File: config.mk
export PLATFORM = sky130hd
export DESIGN_NAME = m6502asu_ctrl
export DESIGN_NICKNAME = d
export VERILOG_FILES = /design/src/rtl/core/m6502asu_pkg.sv /design/src/rtl/core/m6502asu_ctrl.sv
export SDC_FILE = /design/constraint.sdc
export NUM_CORES = 1
export LEC_CHECK = 0
export ABC_AREA = 1
export ABC_CLOCK_PERIOD_IN_PS = 1300
export BUFFER_PORTS_ARGS = -buffer_cell sky130_fd_sc_hd__buf_4
export CORE_AREA = 4 4 41 43
export CTS_BUF_LIST = sky130_fd_sc_hd__clkbuf_4 sky130_fd_sc_hd__clkbuf_8 sky130_fd_sc_hd__clkbuf_16
export DETAILED_ROUTE_END_ITERATION = 7
export DIE_AREA = 0 0 45 47
export SKIP_LAST_GASP = 1
export SYNTH_ARGS = -nofsm -noshare
export SYNTH_HDL_FRONTEND = slang
export SYNTH_SLANG_ARGS = --single-unit
File: constraint.sdc
create_clock -name clk -period 1.3 [get_ports clk]
set_input_delay 0 -clock clk [delete_from_list [all_inputs] [get_ports clk]]
set_output_delay 0 -clock clk [all_outputs]
set_load 0.005 [all_outputs]
File: src/rtl/core/m6502asu_pkg.sv
// Shared types, op codes and constants of the 6502 address and stack unit.
package m6502asu_pkg;

  localparam int ADDR_BITS = 16;
  localparam int MEM_DEPTH = 1 << ADDR_BITS;
  localparam int IDX_BITS  = 3;

  localparam logic [7:0]  ZERO_PAGE_HI  = 8'h00;
  localparam logic [7:0]  STACK_PAGE_HI = 8'h01;
  localparam logic [15:0] STACK_PAGE    = 16'h0100;

  typedef enum logic [4:0] {
    OP_WRITE  = 5'd0,
    OP_READ   = 5'd1,
    OP_IMM    = 5'd2,
    OP_ZP     = 5'd3,
    OP_ZPX    = 5'd4,
    OP_ZPY    = 5'd5,
    OP_ABS    = 5'd6,
    OP_ABSX   = 5'd7,
    OP_ABSY   = 5'd8,
    OP_IND    = 5'd9,
    OP_INDX   = 5'd10,
    OP_INDY   = 5'd11,
    OP_REL    = 5'd12,
    OP_PUSH   = 5'd13,
    OP_PULL   = 5'd14,
    OP_PUSHW  = 5'd15,
    OP_PULLW  = 5'd16,
    OP_FETCHB = 5'd17,
    OP_FETCHW = 5'd18
  } op_t;

  typedef enum logic [1:0] {
    S_IDLE,
    S_ACCESS,
    S_DONE
  } state_t;

  typedef struct packed {
    logic                latch_in;
    logic                mem_en;
    logic                capture;
    logic [IDX_BITS-1:0] acc_idx;
    logic                load_out;
  } cmd_t;

  typedef struct packed {
    logic [IDX_BITS-1:0] acc_total;
    logic [IDX_BITS-1:0] in_total;
  } stat_t;

  function automatic logic [IDX_BITS-1:0] acc_count(input logic [4:0] code);
    logic [IDX_BITS-1:0] n;
    unique case (op_t'(code))
      OP_WRITE, OP_READ, OP_ZP, OP_ZPX, OP_ZPY, OP_REL,
      OP_PUSH, OP_PULL, OP_FETCHB:               n = IDX_BITS'(1);
      OP_ABS, OP_ABSX, OP_ABSY, OP_PUSHW,
      OP_PULLW, OP_FETCHW:                       n = IDX_BITS'(2);
      OP_INDX, OP_INDY:                          n = IDX_BITS'(3);
      OP_IND:                                    n = IDX_BITS'(4);
      default:                                   n = '0;
    endcase
    return n;
  endfunction

endpackage

File: src/rtl/core/m6502asu_ctrl.sv
// Sequencer of the 6502 address and stack unit: handshakes and memory access steps.
module m6502asu_ctrl
  import m6502asu_pkg::*;
(
  input  logic  clk,
  input  logic  rst,
  input  logic  req_valid,
  output logic  req_ready,
  output logic  rsp_valid,
  input  logic  rsp_ready,
  input  stat_t stat,
  output cmd_t  cmd
);

  state_t              state, state_next;
  logic [IDX_BITS-1:0] idx, idx_next;
  logic                rsp_valid_next;
  logic                load;

  assign load = (state == S_DONE) && (!rsp_valid || rsp_ready);

  always_comb begin
    state_next = state;
    idx_next   = idx;
    unique case (state)
      S_IDLE: begin
        idx_next = '0;
        if (req_valid) begin
          state_next = (stat.in_total == '0) ? S_DONE : S_ACCESS;
        end
      end
      S_ACCESS: begin
        idx_next = idx + IDX_BITS'(1);
        if (idx_next == stat.acc_total) begin
          state_next = S_DONE;
        end
      end
      S_DONE: begin
        if (load) begin
          state_next = S_IDLE;
        end
      end
      default: state_next = S_IDLE;
    endcase
  end

  always_comb begin
    req_ready    = (state == S_IDLE);
    cmd.latch_in = (state == S_IDLE) && req_valid;
    cmd.mem_en   = (state == S_ACCESS);
    cmd.capture  = (state == S_ACCESS);
    cmd.acc_idx  = idx;
    cmd.load_out = load;
    if (load) begin
      rsp_valid_next = 1'b1;
    end else if (rsp_ready) begin
      rsp_valid_next = 1'b0;
    end else begin
      rsp_valid_next = rsp_valid;
    end
  end

  always_ff @(posedge clk) begin
    if (rst) begin
      state     <= S_IDLE;
      idx       <= '0;
      rsp_valid <= 1'b0;
    end else begin
      state     <= state_next;
      idx       <= idx_next;
      rsp_valid <= rsp_valid_next;
    end
  end

  a_accept_leaves_idle: assert property (@(posedge clk) disable iff (rst)
    (req_valid && req_ready) |=> (state != S_IDLE))
    else $error("accepted transaction did not start work");

  a_access_in_range: assert property (@(posedge clk) disable iff (rst)
    (state == S_ACCESS) |-> (idx < stat.acc_total))
    else $error("memory step beyond the op's access count");

  a_done_count: assert property (@(posedge clk) disable iff (rst)
    (state == S_DONE) |-> (idx == stat.acc_total))
    else $error("result formed before all memory steps finished");

  a_rsp_from_done: assert property (@(posedge clk) disable iff (rst)
    $rose(rsp_valid) |-> ($past(state) == S_DONE))
    else $error("result valid raised outside completion");

endmodule

======== Word-level counts from Yosys, hierarchy flattened ========
Cells that the tools add are included.
storage, ports and cells
  word-level logic and storage cells ...... 27
  bits in registers ....................... 6
  output and inout port bits .............. 9
  bits of input ports ..................... 10
operators by class
  $add $sub $neg .......................... 1
  mux-type cells .......................... 8
  equality and inequality tests ........... 6
  reduce and logical (&&, ||, !) cells .... 9
operators with widths
  cell                 count
  $mux 2               4
  $pmux 2 s3           1
  $pmux 3 s2           1
  $ne 2x2->1 const B   2
  $reduce_bool 2->1    2
  $add 3x1->3 const B  1
  $eq 3x3->1           1
  $logic_not 3->1      1
  $reduce_and 3->1     1
  $eq 2x1->1 const B   1
  $eq 2x2->1 const B   1
  $logic_and 1x1->1    2
  $logic_not 2->1      1
  $mux 1               2
  $ne 2x1->1 const B   1
  $logic_not 1->1      1
  $logic_or 1x1->1     1

======== Depth between registers and ports, before layout ========
Gate-level depths: netlist (run 1).
  word-level depth ........................ 5
  mapped depth ............................ 9

======== Worst setup path after synthesis (run 1) ========
Ideal clock, no wire load.
  path kind ............................... register -> register
  from .................................... reg idx[0]
  to ...................................... reg state[1]
  cell stages (with the launch flop) ...... 9
  period minus slack after synthesis ...... 1204 ps
  buffers on the path ..................... 0
  arrival time ............................ 1138 ps
  data required time ...................... 1234 ps
  setup time .............................. 66 ps
  path slack .............................. 96 ps
  cell sequence ........................... dfxtp_1 > ha_1 > nand2_1 > nand2_1 > nor2_1 > nand3_1 > nand2_1 > nand2_1 > a21oi_2
on the way
  longest elaborated chain between the ends .. 4
RTL lines
  element                     RTL line             source
  start: declaration          m6502asu_ctrl.sv:16  logic [IDX_BITS-1:0] idx, idx_next;
  start signal: assignment    m6502asu_ctrl.sv:70  idx <= idx_next;
  $add 3x1->3                 m6502asu_ctrl.sv:33  idx_next = idx + IDX_BITS'(1);
  $eq 3x3->1                  m6502asu_ctrl.sv:34  if (idx_next == stat.acc_total) begin
  $ne 2x1->1 (no line)        -
  $reduce_and 3->1 (no line)  -
  end signal: assignment      m6502asu_ctrl.sv:69  state <= state_next;
  end: declaration            m6502asu_ctrl.sv:15  state_t state, state_next;
Every way passes these cells.
A chain may end at the register's enable or synchronous reset.

======== Final worst setup path (run 1) ========
  from .................................... reg idx[1]
  to ...................................... reg state[1]
The elaborated chain is that of the path after synthesis.

==> impl_metrics.py, run 1 <==
metrics = {
    "outcome": {
        "status": "finished clean",
    },
    "hold_path": {
        "min_to": "state[0]",
        "hp-start": "req_valid",
        "hp-class": "input pin to flip-flop",
        "min_path_cells": 3,
    },
    "critical_path": {
        "slowest_stage": "dfxtp_2",
        "crit_path_start_kind": "flip-flop",
        "crit_top_cell": "nand2_2",
        "worst-r2r-cell-count": 9,
        "crit_arrival_ns": 1.42,
        "crit_path_max_incr_delay_ns": 0.34,
        "worstReg2RegStart": "idx[1]",
        "cp_top_family": "simple AND/OR/NAND/NOR gates",
        "r2r-end": "state[1]",
        "cp_max_fo": 3,
        "end_kind": "flip-flop",
        "rrSetupSlack_ns": 0.07,
        "crit_chain": "ha_4 > inv_2 > nand2_2 > nand2_2 > nor2_2 > nand3_1 > nand2_2 > nand2_2 > a21oi_2",
        "crit_type": "flip-flop to flip-flop",
        "cp.buffers_inverters": 1,
        "crit_required_ns": 1.48,
    },
    "layout": {
        "fillers": 154,
        "layout.cells.non_filler": 101,
        "final_nets": 99,
        "layout-area-overhead-vs-synth_pct": 52.2,
        "finalInstanceArea_sq_um": 602,
        "diodes": 0,
        "drive_above_1_share_pct": 44.2,
    },
    "sta": {
        "max_freq_mhz": 810,
        "max_slew_margin_pct": 83.4,
        "layout_worst_path_cycle_share_pct": 94.9,
        "hold_ws_ns": 0.0666,
        "final.min_clock_period_ns": 1.23,
        "skew_ns": 0.000896,
        "worst_slew_pin_slew_ns": 0.249,
        "finalMaxSlewViolations": 0,
        "final-hold-violation-count": 0,
        "rsz0062_at_grt": "true",
        "fin_ws_ns": 0.0658,
        "setup_viol": 0,
    },
    "logic_synthesis": {
        "ys_types": 15,
        "synthTopCellsByCount": "18 x nand2_1, 14 x inv_1, 8 x nor2_1",
        "synth_area_sq_um": 395,
        "ys.flop_type": "dfxtp_1",
        "yosys_warnings": 0,
        "synth_nets": 76,
        "synth.most_common_cell": "nand2_1",
        "ys_ff_latch": 6,
        "synth_area_per_cell_sq_um": 6.08,
        "ys_seq_area_share_pct": 30.4,
        "synthTopCellsByArea": "dfxtp_1 30%, nand2_1 17%, inv_1 13%",
        "netlist_instances": 65,
        "ys_async_sr_fraction_pct": 0,
        "synth_edf_count": 0,
        "yosysTopAreaCell": "dfxtp_1",
        "synth_top_area_share_pct": 30.4,
    },
    "floorplan": {
        "placementRows": 13,
        "core_area_sq_mm": 0.00130,
        "initial_utilization_pct": 30.4,
        "die_h_um": 47,
        "ios": 19,
        "fp.dieArea_sq_mm": 0.00212,
        "dieWidth_um": 45,
    },
    "power_and_ir_drop": {
        "power.density_mw_per_mm2": 952,
        "p_seq_share_pct": 37.1,
        "p_total_mw": 0.573,
        "intPower_mw": 0.401,
        "power_leakage_nw": 0.299,
        "power_frac_clock_pct": 30.5,
        "ir_drop_v": 0.000567,
        "sw_frac_of_total_pct": 30.0,
        "p_comb_share_pct": 32.4,
        "p_sw_mw": 0.172,
    },
    "placed_design": {
        "dp_hpwl_um": 711,
        "dp_worst_setup_slack_ns": 0.0332,
        "routabilityCongestion": 0.726,
        "port-buffer-count": 18,
        "placed_area_sq_um": 542,
        "dp.cells": 97,
    },
    "clock_tree": {
        "clkTransAtPathRegs_ns": 0.05,
        "max-clock-path-buffers": 2,
        "cts_buffers": 3,
        "clock_sinks": 6,
        "cts_tree": "built",
        "clk_latency_ns": 0.24,
        "cts.root.buffer_cell": "clkbuf_4",
        "htree_levels": 1,
    },
    "routing": {
        "avgRoutedWirePerCell_um": 8.85,
        "drc_errors": 0,
        "wirelength_um": 894,
        "antenna_left": 0,
        "vias": 436,
        "drtIter0Drc": 2,
        "vias_per_cell": 4.32,
        "drt-pass1-iter-count": 4,
    },
    "global_route": {
        "grt-ovfl-total": 0,
        "grt_max_degree": 7,
        "grt_pass1_vias": 380,
        "grt_pass1_wl_um": 1390,
        "antenna_found_initial": 0,
        "groute.usage.overall_pct": 9.35,
    },
    "flow_run": {
        "maxCapViolations": 0,
    },
}
-- per-layer routing --
layer / up-vias / GRT usage, % / part of all wire (%) / routed length, um
met5: - / 0 / 0 / 0
met4: 0 / 1.75 / 0 / 0
met3: 0 / 5.75 / 9.4 / 84
met2: 15 / 16.1 / 52 / 463
met1: 188 / 9.86 / 39 / 346
li1: 233 / - / - / -
-- logic make-up after synthesis --
| logic type | synth area share, % |
|---|---|
| adder cells (fa/ha/maj) | 3.16 |
| buffers and inverters | 19.9 |
| AND/OR/NAND/NOR | 31.6 |
| AO/OA/AOI/OAI | 14.9 |
| flip-flops | 30.4 |
-- timing repair --
item	CTS	global route
resized for setup	0	9
hold endpoints to repair	5	0
setup buffers	0	0
hold buffers	1	0
setup endpoints to repair	0	2
-- cells in the final DEF, fill, tap and decap left out --
cell type      count
ha_4               1
nand3_1            2
clkbuf_4           3
a21oi_1            5
nor2_4             1
nand2_1           14
a211oi_1           1
nand2_2            4
o21ai_0            1
nor2_2             2
a21oi_2            1
dlygate4sd3_1      1
dfxtp_2            2
inv_2              4
nor2_1             7
inv_1             13
buf_4             19
o211ai_2           1
dfxtp_1            4
-- stage by stage --
step | TNS, ns | utilization (%)
floorplan | 0 | -
global placement | 0 | 41.6
detailed placement | 0 | 41.6
CTS | 0 | 44.1
global route | -0.0532 | 46.3
finish | 0 | 46.3
-- worst min-delay path, delay by kind of cell --
kind                   cells  cell delay (ns)
buffers and inverters      1             0.09
AO/OA/AOI/OAI              2             0.18
-- area by class of cell --
class | count | area, sq um | area share, %
multi-input combinational | 40 | 221 | 36.8
timing repair buffer | 20 | 153 | 25.4
sequential | 6 | 123 | 20.4
inverter | 17 | 63.8 | 10.6
clock buffer | 3 | 22.5 | 3.74
tap | 15 | 18.8 | 3.12
-- power by group through the flow --
stage	registers [mW]	clock network [mW]	logic, mW
finish	0.213	0.175	0.186
global route	0.214	0.196	0.212
CTS	0.209	0.184	0.171
detailed placement	0.213	0	0.168
global placement	0.213	0	0.166
floorplan	0.215	0	0.0885
-- worst max path at each step --
stage	startpoint	end	slack, ns	cells past startpoint
CTS	idx[1]	state[1]	0.02	9
finish	idx[1]	state[1]	0.07	9
detailed placement	idx[1]	state[1]	0.03	9
floorplan	idx[0]	state[1]	0.1	8
global placement	idx[1]	state[1]	0.07	9
global route	idx[1]	state[1]	-0.05	9
-- sequential cells by signal, indices dropped and copies added (netlist names) --
register / count
idx: 3
rsp_valid: 1
state: 2
No activity file was read; power rests on OpenSTA's default activity.
==> inputs of run 2 (changes only) <==
--- a/config.mk
+++ b/config.mk
@@ -8,10 +8,14 @@
 export ABC_AREA = 1
 export ABC_CLOCK_PERIOD_IN_PS = 1300
 export BUFFER_PORTS_ARGS = -buffer_cell sky130_fd_sc_hd__buf_4
-export CORE_AREA = 4 4 41 43
+export CELL_PAD_IN_SITES_DETAIL_PLACEMENT = 1
+export CELL_PAD_IN_SITES_GLOBAL_PLACEMENT = 1
+export CORE_MARGIN = 4
+export CORE_UTILIZATION = 27
 export CTS_BUF_LIST = sky130_fd_sc_hd__clkbuf_4 sky130_fd_sc_hd__clkbuf_8 sky130_fd_sc_hd__clkbuf_16
 export DETAILED_ROUTE_END_ITERATION = 7
-export DIE_AREA = 0 0 45 47
+export MAX_ROUTING_LAYER = met4
+export PLACE_DENSITY_LB_ADDON = 0.1
 export SKIP_LAST_GASP = 1
 export SYNTH_ARGS = -nofsm -noshare
 export SYNTH_HDL_FRONTEND = slang
==> impl_metrics.py, run 2 (synthesis results as in run 1) <==
metrics = {
    "routing": {
        "drc_errors": 0,
        "vias": 453,
        "antenna_left": 0,
        "vias_per_cell": 4.44,
        "avgRoutedWirePerCell_um": 10.0,
        "drtIter0Drc": 0,
        "wirelength_um": 1030,
        "drt-pass1-iter-count": 1,
    },
    "critical_path": {
        "crit_chain": "ha_4 > inv_1 > nand2_1 > nand2_2 > nor2_2 > nand3_1 > nand2_1 > nand2_1 > a21oi_2",
        "crit_path_max_incr_delay_ns": 0.33,
        "end_kind": "flip-flop",
        "crit_top_cell": "nand2_1",
        "crit_required_ns": 1.47,
        "cp_max_fo": 3,
        "cp.buffers_inverters": 1,
        "slowest_stage": "dfxtp_2",
        "cp-startpoint": "idx[1]",
        "cp_top_family": "simple AND/OR/NAND/NOR gates",
        "crit_type": "flip-flop to flip-flop",
        "worstReg2RegStart": "idx[1]",
        "crit_arrival_ns": 1.39,
        "crit_path_start_kind": "flip-flop",
    },
    "global_route": {
        "grt_pass1_wl_um": 1700,
        "grt-ovfl-total": 0,
        "grt_pass1_vias": 430,
        "grt_max_degree": 7,
        "groute.usage.overall_pct": 11.6,
        "antenna_found_initial": 0,
    },
    "layout": {
        "top_regs": "idx x3, state x2, rsp_valid x1",
        "fin_util_pct": 45.1,
        "drive_above_1_share_pct": 40.2,
        "final_common_cell": "buf_4",
        "layout_common_cells": "20 x buf_4, 17 x nand2_1, 14 x inv_1, 7 x nor2_1, 5 x a21oi_1",
        "diodes": 0,
        "regMostFlops": "idx",
        "final_nets": 100,
        "fillers": 178,
        "layout-area-overhead-vs-synth_pct": 52.2,
        "largest_reg_flops": 3,
    },
    "clock_tree": {
        "max-clock-path-buffers": 2,
        "clock_sinks": 6,
        "cts.root.buffer_cell": "clkbuf_4",
        "clkTransAtPathRegs_ns": 0.04,
        "postCtsSetupBuffers": 0,
        "clk_latency_ns": 0.24,
        "htree_levels": 1,
        "cts_buffers": 3,
        "cts_tree": "built",
    },
    "sta": {
        "worst_slew_pin_slew_ns": 0.220,
        "skew_ns": 0.00181,
        "max_slew_margin_pct": 85.3,
        "setup_viol": 0,
        "fin_ws_ns": 0.0824,
        "final-hold-violation-count": 0,
        "final.min_clock_period_ns": 1.22,
        "hold_ws_ns": 0.0764,
        "finalSetupTns_ns": 0,
        "max_freq_mhz": 821,
        "layout_worst_path_cycle_share_pct": 93.7,
        "rsz0062_at_grt": "true",
        "finalMaxSlewViolations": 0,
    },
    "placed_design": {
        "dp_worst_setup_slack_ns": 0.0402,
        "routabilityCongestion": 0.706,
        "port-buffer-count": 18,
        "dp_hpwl_um": 852,
    },
    "power_and_ir_drop": {
        "power_leakage_nw": 0.304,
        "ir_drop_v": 0.000578,
        "p_total_mw": 0.560,
        "power.density_mw_per_mm2": 930,
    },
    "floorplan": {
        "die_h_um": 46.3,
        "placementRows": 13,
        "fp.dieArea_sq_mm": 0.00214,
        "dieWidth_um": 46.3,
        "ios": 19,
        "core_area_sq_mm": 0.00133,
        "initial_utilization_pct": 29.6,
    },
    "flow_run": {
        "maxCapViolations": 0,
    },
    "outcome": {
        "status": "finished clean",
    },
    "hold_path": {
        "hp-start": "req_valid",
        "hp-class": "input pin to flip-flop",
    },
}
run 2: changes by cell type in the layout (fill, tap and decap cells not counted), sizes merged:
cell / before / now
buf: 19 / 20
run 2: final cells by class:
cell class	count	area (sq um)	share of cell area, %
multi-input combinational	40	214	35.6
timing repair buffer	21	160	26.6
sequential	6	123	20.4
inverter	17	63.8	10.6
clock buffer	3	22.5	3.74
tap	15	18.8	3.12
run 2: timing repair:
item | in CTS | in global routing
hold endpoints to repair | 5 | 0
endpoints found under the setup margin | 0 | 2
hold buffers | 1 | 0
gates resized for setup | 0 | 5
run 2: routing by layer:
| metal | wire length, um | up-vias | GRT usage [%] |
|---|---|---|---|
| li1 | - | 236 | - |
| met1 | 383 | 209 | 11.3 |
| met2 | 592 | 8 | 20.9 |
| met3 | 48 | 0 | 5.86 |
| met4 | 0 | 0 | 1.70 |
| met5 | 0 | - | - |
run 2: stage by stage:
step	instances	instance area, sq um
final	102	602
after global routing	102	602
after CTS	102	582
after detailed placement	98	549
after global placement	98	549
after floorplan	65	395
run 2: worst min-delay path, delay by kind of cell:
kind	cells	cell delay, ns
compound gates	2	0.18
buf+inv	1	0.09
run 2: path summary, 6_finish.rpt:
path | endpoint | slack, ns | cells after the start
worst max-delay path | state[1] | 0.08 | 9
worst min-delay path | state[0] | 0.08 | 3
worst max register to register | state[1] | 0.08 | 9
worst min register to register | idx[2] | 0.48 | 2
run 2: power breakdown:
part           total (mW)  internal (mW)  switching (mW)
logic               0.181         0.0939          0.0867
clock network       0.166          0.104          0.0619
registers           0.213          0.199          0.0140
==> inputs of run 3 (changes only) <==
--- a/config.mk
+++ b/config.mk
@@ -5,15 +5,15 @@
 export SDC_FILE = /design/constraint.sdc
 export NUM_CORES = 1
 export LEC_CHECK = 0
-export ABC_AREA = 1
 export ABC_CLOCK_PERIOD_IN_PS = 1300
 export BUFFER_PORTS_ARGS = -buffer_cell sky130_fd_sc_hd__buf_4
 export CELL_PAD_IN_SITES_DETAIL_PLACEMENT = 1
 export CELL_PAD_IN_SITES_GLOBAL_PLACEMENT = 1
-export CORE_MARGIN = 4
-export CORE_UTILIZATION = 27
+export CORE_AREA = 4 4 41 43
 export CTS_BUF_LIST = sky130_fd_sc_hd__clkbuf_4 sky130_fd_sc_hd__clkbuf_8 sky130_fd_sc_hd__clkbuf_16
+export CTS_CLUSTER_SIZE = 40
 export DETAILED_ROUTE_END_ITERATION = 7
+export DIE_AREA = 0 0 45 47
 export MAX_ROUTING_LAYER = met4
 export PLACE_DENSITY_LB_ADDON = 0.1
 export SKIP_LAST_GASP = 1
==> impl_metrics.py, run 3 <==
metrics = {
    "global_route": {
        "met2_usage_pct": 23.7,
        "grt-ovfl-total": 0,
        "met3_usage_pct": 3.83,
        "groute.usage.overall_pct": 12.3,
        "grt_max_degree": 8,
        "grt_pass1_vias": 431,
        "grt_pass1_wl_um": 1790,
        "grt_use_met1_pct": 11.7,
        "antenna_found_initial": 0,
        "busiest_layer": "met2",
    },
    "floorplan": {
        "core_area_sq_mm": 0.00130,
        "placementRows": 13,
        "fp.dieArea_sq_mm": 0.00212,
        "die_h_um": 47,
        "initial_utilization_pct": 27.5,
        "dieWidth_um": 45,
        "ios": 19,
    },
    "layout": {
        "layout.cells.non_filler": 79,
        "final_common_cell": "buf_4",
        "final_nets": 76,
        "largest_reg_flops": 3,
        "drive_above_1_share_pct": 56.3,
        "top_regs": "idx x3, state x2, rsp_valid x1",
        "regMostFlops": "idx",
        "finalInstanceArea_sq_um": 604,
        "diodes": 0,
        "layout-area-overhead-vs-synth_pct": 68.9,
        "fin_util_pct": 46.4,
        "layout_common_cells": "24 x buf_4, 4 x clkbuf_4",
    },
    "sta": {
        "finalMaxSlewViolations": 0,
        "worst_slew_pin_slew_ns": 0.281,
        "skew_ns": 0.00808,
        "layout_worst_path_cycle_share_pct": 110,
        "fin_ws_ns": -0.131,
        "final.min_clock_period_ns": 1.43,
        "rsz0062_at_grt": "true",
        "setup_viol": 2,
        "max_freq_mhz": 699,
        "max_slew_margin_pct": 81.1,
        "final-hold-violation-count": 0,
        "finalSetupTns_ns": -0.218,
    },
    "critical_path": {
        "crit_path_max_incr_delay_ns": 0.34,
        "worstReg2RegStart": "idx[1]",
        "cp_max_fo": 2,
        "crit_required_ns": 1.43,
        "slowest_stage": "dfxtp_2",
        "end_kind": "flip-flop",
        "crit_arrival_ns": 1.56,
        "cp-startpoint": "idx[1]",
        "crit_type": "flip-flop to flip-flop",
        "crit_chain": "ha_4 > xor2_2 > o31a_1 > o221a_2",
        "crit_path_start_kind": "flip-flop",
        "cp_top_family": "compound AO/OA/AOI/OAI gates",
        "cp.buffers_inverters": 0,
    },
    "power_and_ir_drop": {
        "power_leakage_nw": 0.282,
        "ir_drop_v": 0.000446,
        "sw_frac_of_total_pct": 26.3,
        "power_frac_clock_pct": 34.5,
        "p_comb_share_pct": 30.0,
        "intPower_mw": 0.447,
        "p_sw_mw": 0.160,
        "power.density_mw_per_mm2": 1000,
        "p_seq_share_pct": 35.5,
    },
    "routing": {
        "avgRoutedWirePerCell_um": 13.5,
        "drt-pass1-iter-count": 2,
        "vias_per_cell": 4.62,
        "drc_errors": 0,
        "antenna_left": 0,
        "wirelength_um": 1070,
        "drtIter0Drc": 2,
        "vias": 365,
    },
    "clock_tree": {
        "cts_buffers": 3,
        "cts_tree": "built",
        "postCtsSetupBuffers": 0,
        "htree_levels": 1,
        "max-clock-path-buffers": 2,
        "clkTransAtPathRegs_ns": 0.06,
        "cts.root.buffer_cell": "clkbuf_4",
        "clk_latency_ns": 0.24,
        "clock_sinks": 6,
    },
    "logic_synthesis": {
        "ys.flop_type": "dfxtp_1",
        "yosys_warnings": 0,
        "synth_nets": 49,
        "synth_top_area_share_pct": 33.6,
        "ys_types": 24,
        "yosysTopAreaCell": "dfxtp_1",
        "synthTopCellsByArea": "dfxtp_1 34%, xor3_1 6.6%, nor2b_1 5.2%",
        "ys_async_sr_fraction_pct": 0,
        "synthTopCellsByCount": "6 x dfxtp_1, 3 x a21oi_1, 3 x nor2_1, 3 x nor2b_1",
        "ys_ff_latch": 6,
        "synth.most_common_cell": "dfxtp_1",
        "ys_seq_area_share_pct": 33.6,
        "synth_area_sq_um": 358,
        "synth_area_per_cell_sq_um": 9.42,
        "synth_edf_count": 0,
        "netlist_instances": 38,
    },
    "placed_design": {
        "dp_hpwl_um": 886,
        "routabilityCongestion": 0.745,
        "port-buffer-count": 18,
        "dp_worst_setup_slack_ns": -0.0898,
        "placed_area_sq_um": 557,
        "dp.cells": 74,
    },
    "hold_path": {
        "hp-start": "rsp_ready",
        "hp-class": "input pin to flip-flop",
    },
    "outcome": {
        "violations": "setup timing",
        "status": "finished, violations left",
    },
    "flow_run": {
        "maxCapViolations": 0,
    },
}
[run 3: cell types whose count changed after synthesis, moves of 2 or more]
cell / before / now
inv_2: 3 / 0
nand3_1: 2 / 0
nor3_1: 0 / 2
a21oi_1: 5 / 3
nand2_1: 18 / 1
nand2b_1: 0 / 2
nor2_1: 8 / 3
nor2b_1: 0 / 3
inv_1: 14 / 1
[run 3: cell type report]
class,instances,area (sq um)
multi-input cells,28,235
clock buffers,4,30.0
inverters,1,3.75
fillers,166,697
well taps,15,18.8
flip-flops and latches,6,126
repair buffers,25,190
[run 3: kinds of logic after synthesis]
kind of cell    Yosys count  share of synthesized area [%]
mux                       2                           5.94
simple gates             14                           21.3
flops                     6                           33.6
buf+inv                   4                           6.29
fa+ha+maj                 1                           3.50
compound gates            8                           17.8
xor+xnor                  3                           11.5
[run 3: final timing paths]
path	to	slack [ns]	cells past startpoint
setup reg to reg	state[0]	-0.13	4
hold / removal	rsp_valid	0.13	3
hold reg to reg	idx[2]	0.56	2
setup / recovery	state[0]	-0.13	4
[run 3: metal layers]
metal  wire [um]  vias up
met5           0        -
met4           0        0
met3          49        0
met2         634        7
met1         385      176
li1            -      182
[run 3: what timing repair did]
item	CTS	global route
hold buffers	1	0
resized for setup	0	1
endpoints found under the hold margin	4	0
setup endpoints to repair	2	2
pin swaps	0	1
[run 3: stage by stage]
step	total power, mW	hold slack [ns]
after floorplan	0.304	0.0617
after global placement	0.389	0.220
after detailed placement	0.398	0.228
after CTS	0.617	0.122
after global routing	0.654	0.146
final	0.607	0.127
[run 3: worst register-to-register path, delay by kind of cell, from the launching register on]
kind                       cells  cell delay (ns)
xor gates and xnor gates       1             0.14
DFF                            1             0.34
adders and majority gates      1             0.25
AOI/OAI and AO/OA              2             0.60
[run 3: power groups by stage]
stage	Combinational [mW]	Clock [mW]	Sequential [mW]
3_3_place_gp	0.170	0	0.219
4_1_cts	0.182	0.220	0.216
5_1_grt	0.202	0.235	0.218
3_5_place_dp	0.179	0	0.219
2_1_floorplan	0.0889	0	0.215
6_report	0.182	0.210	0.215
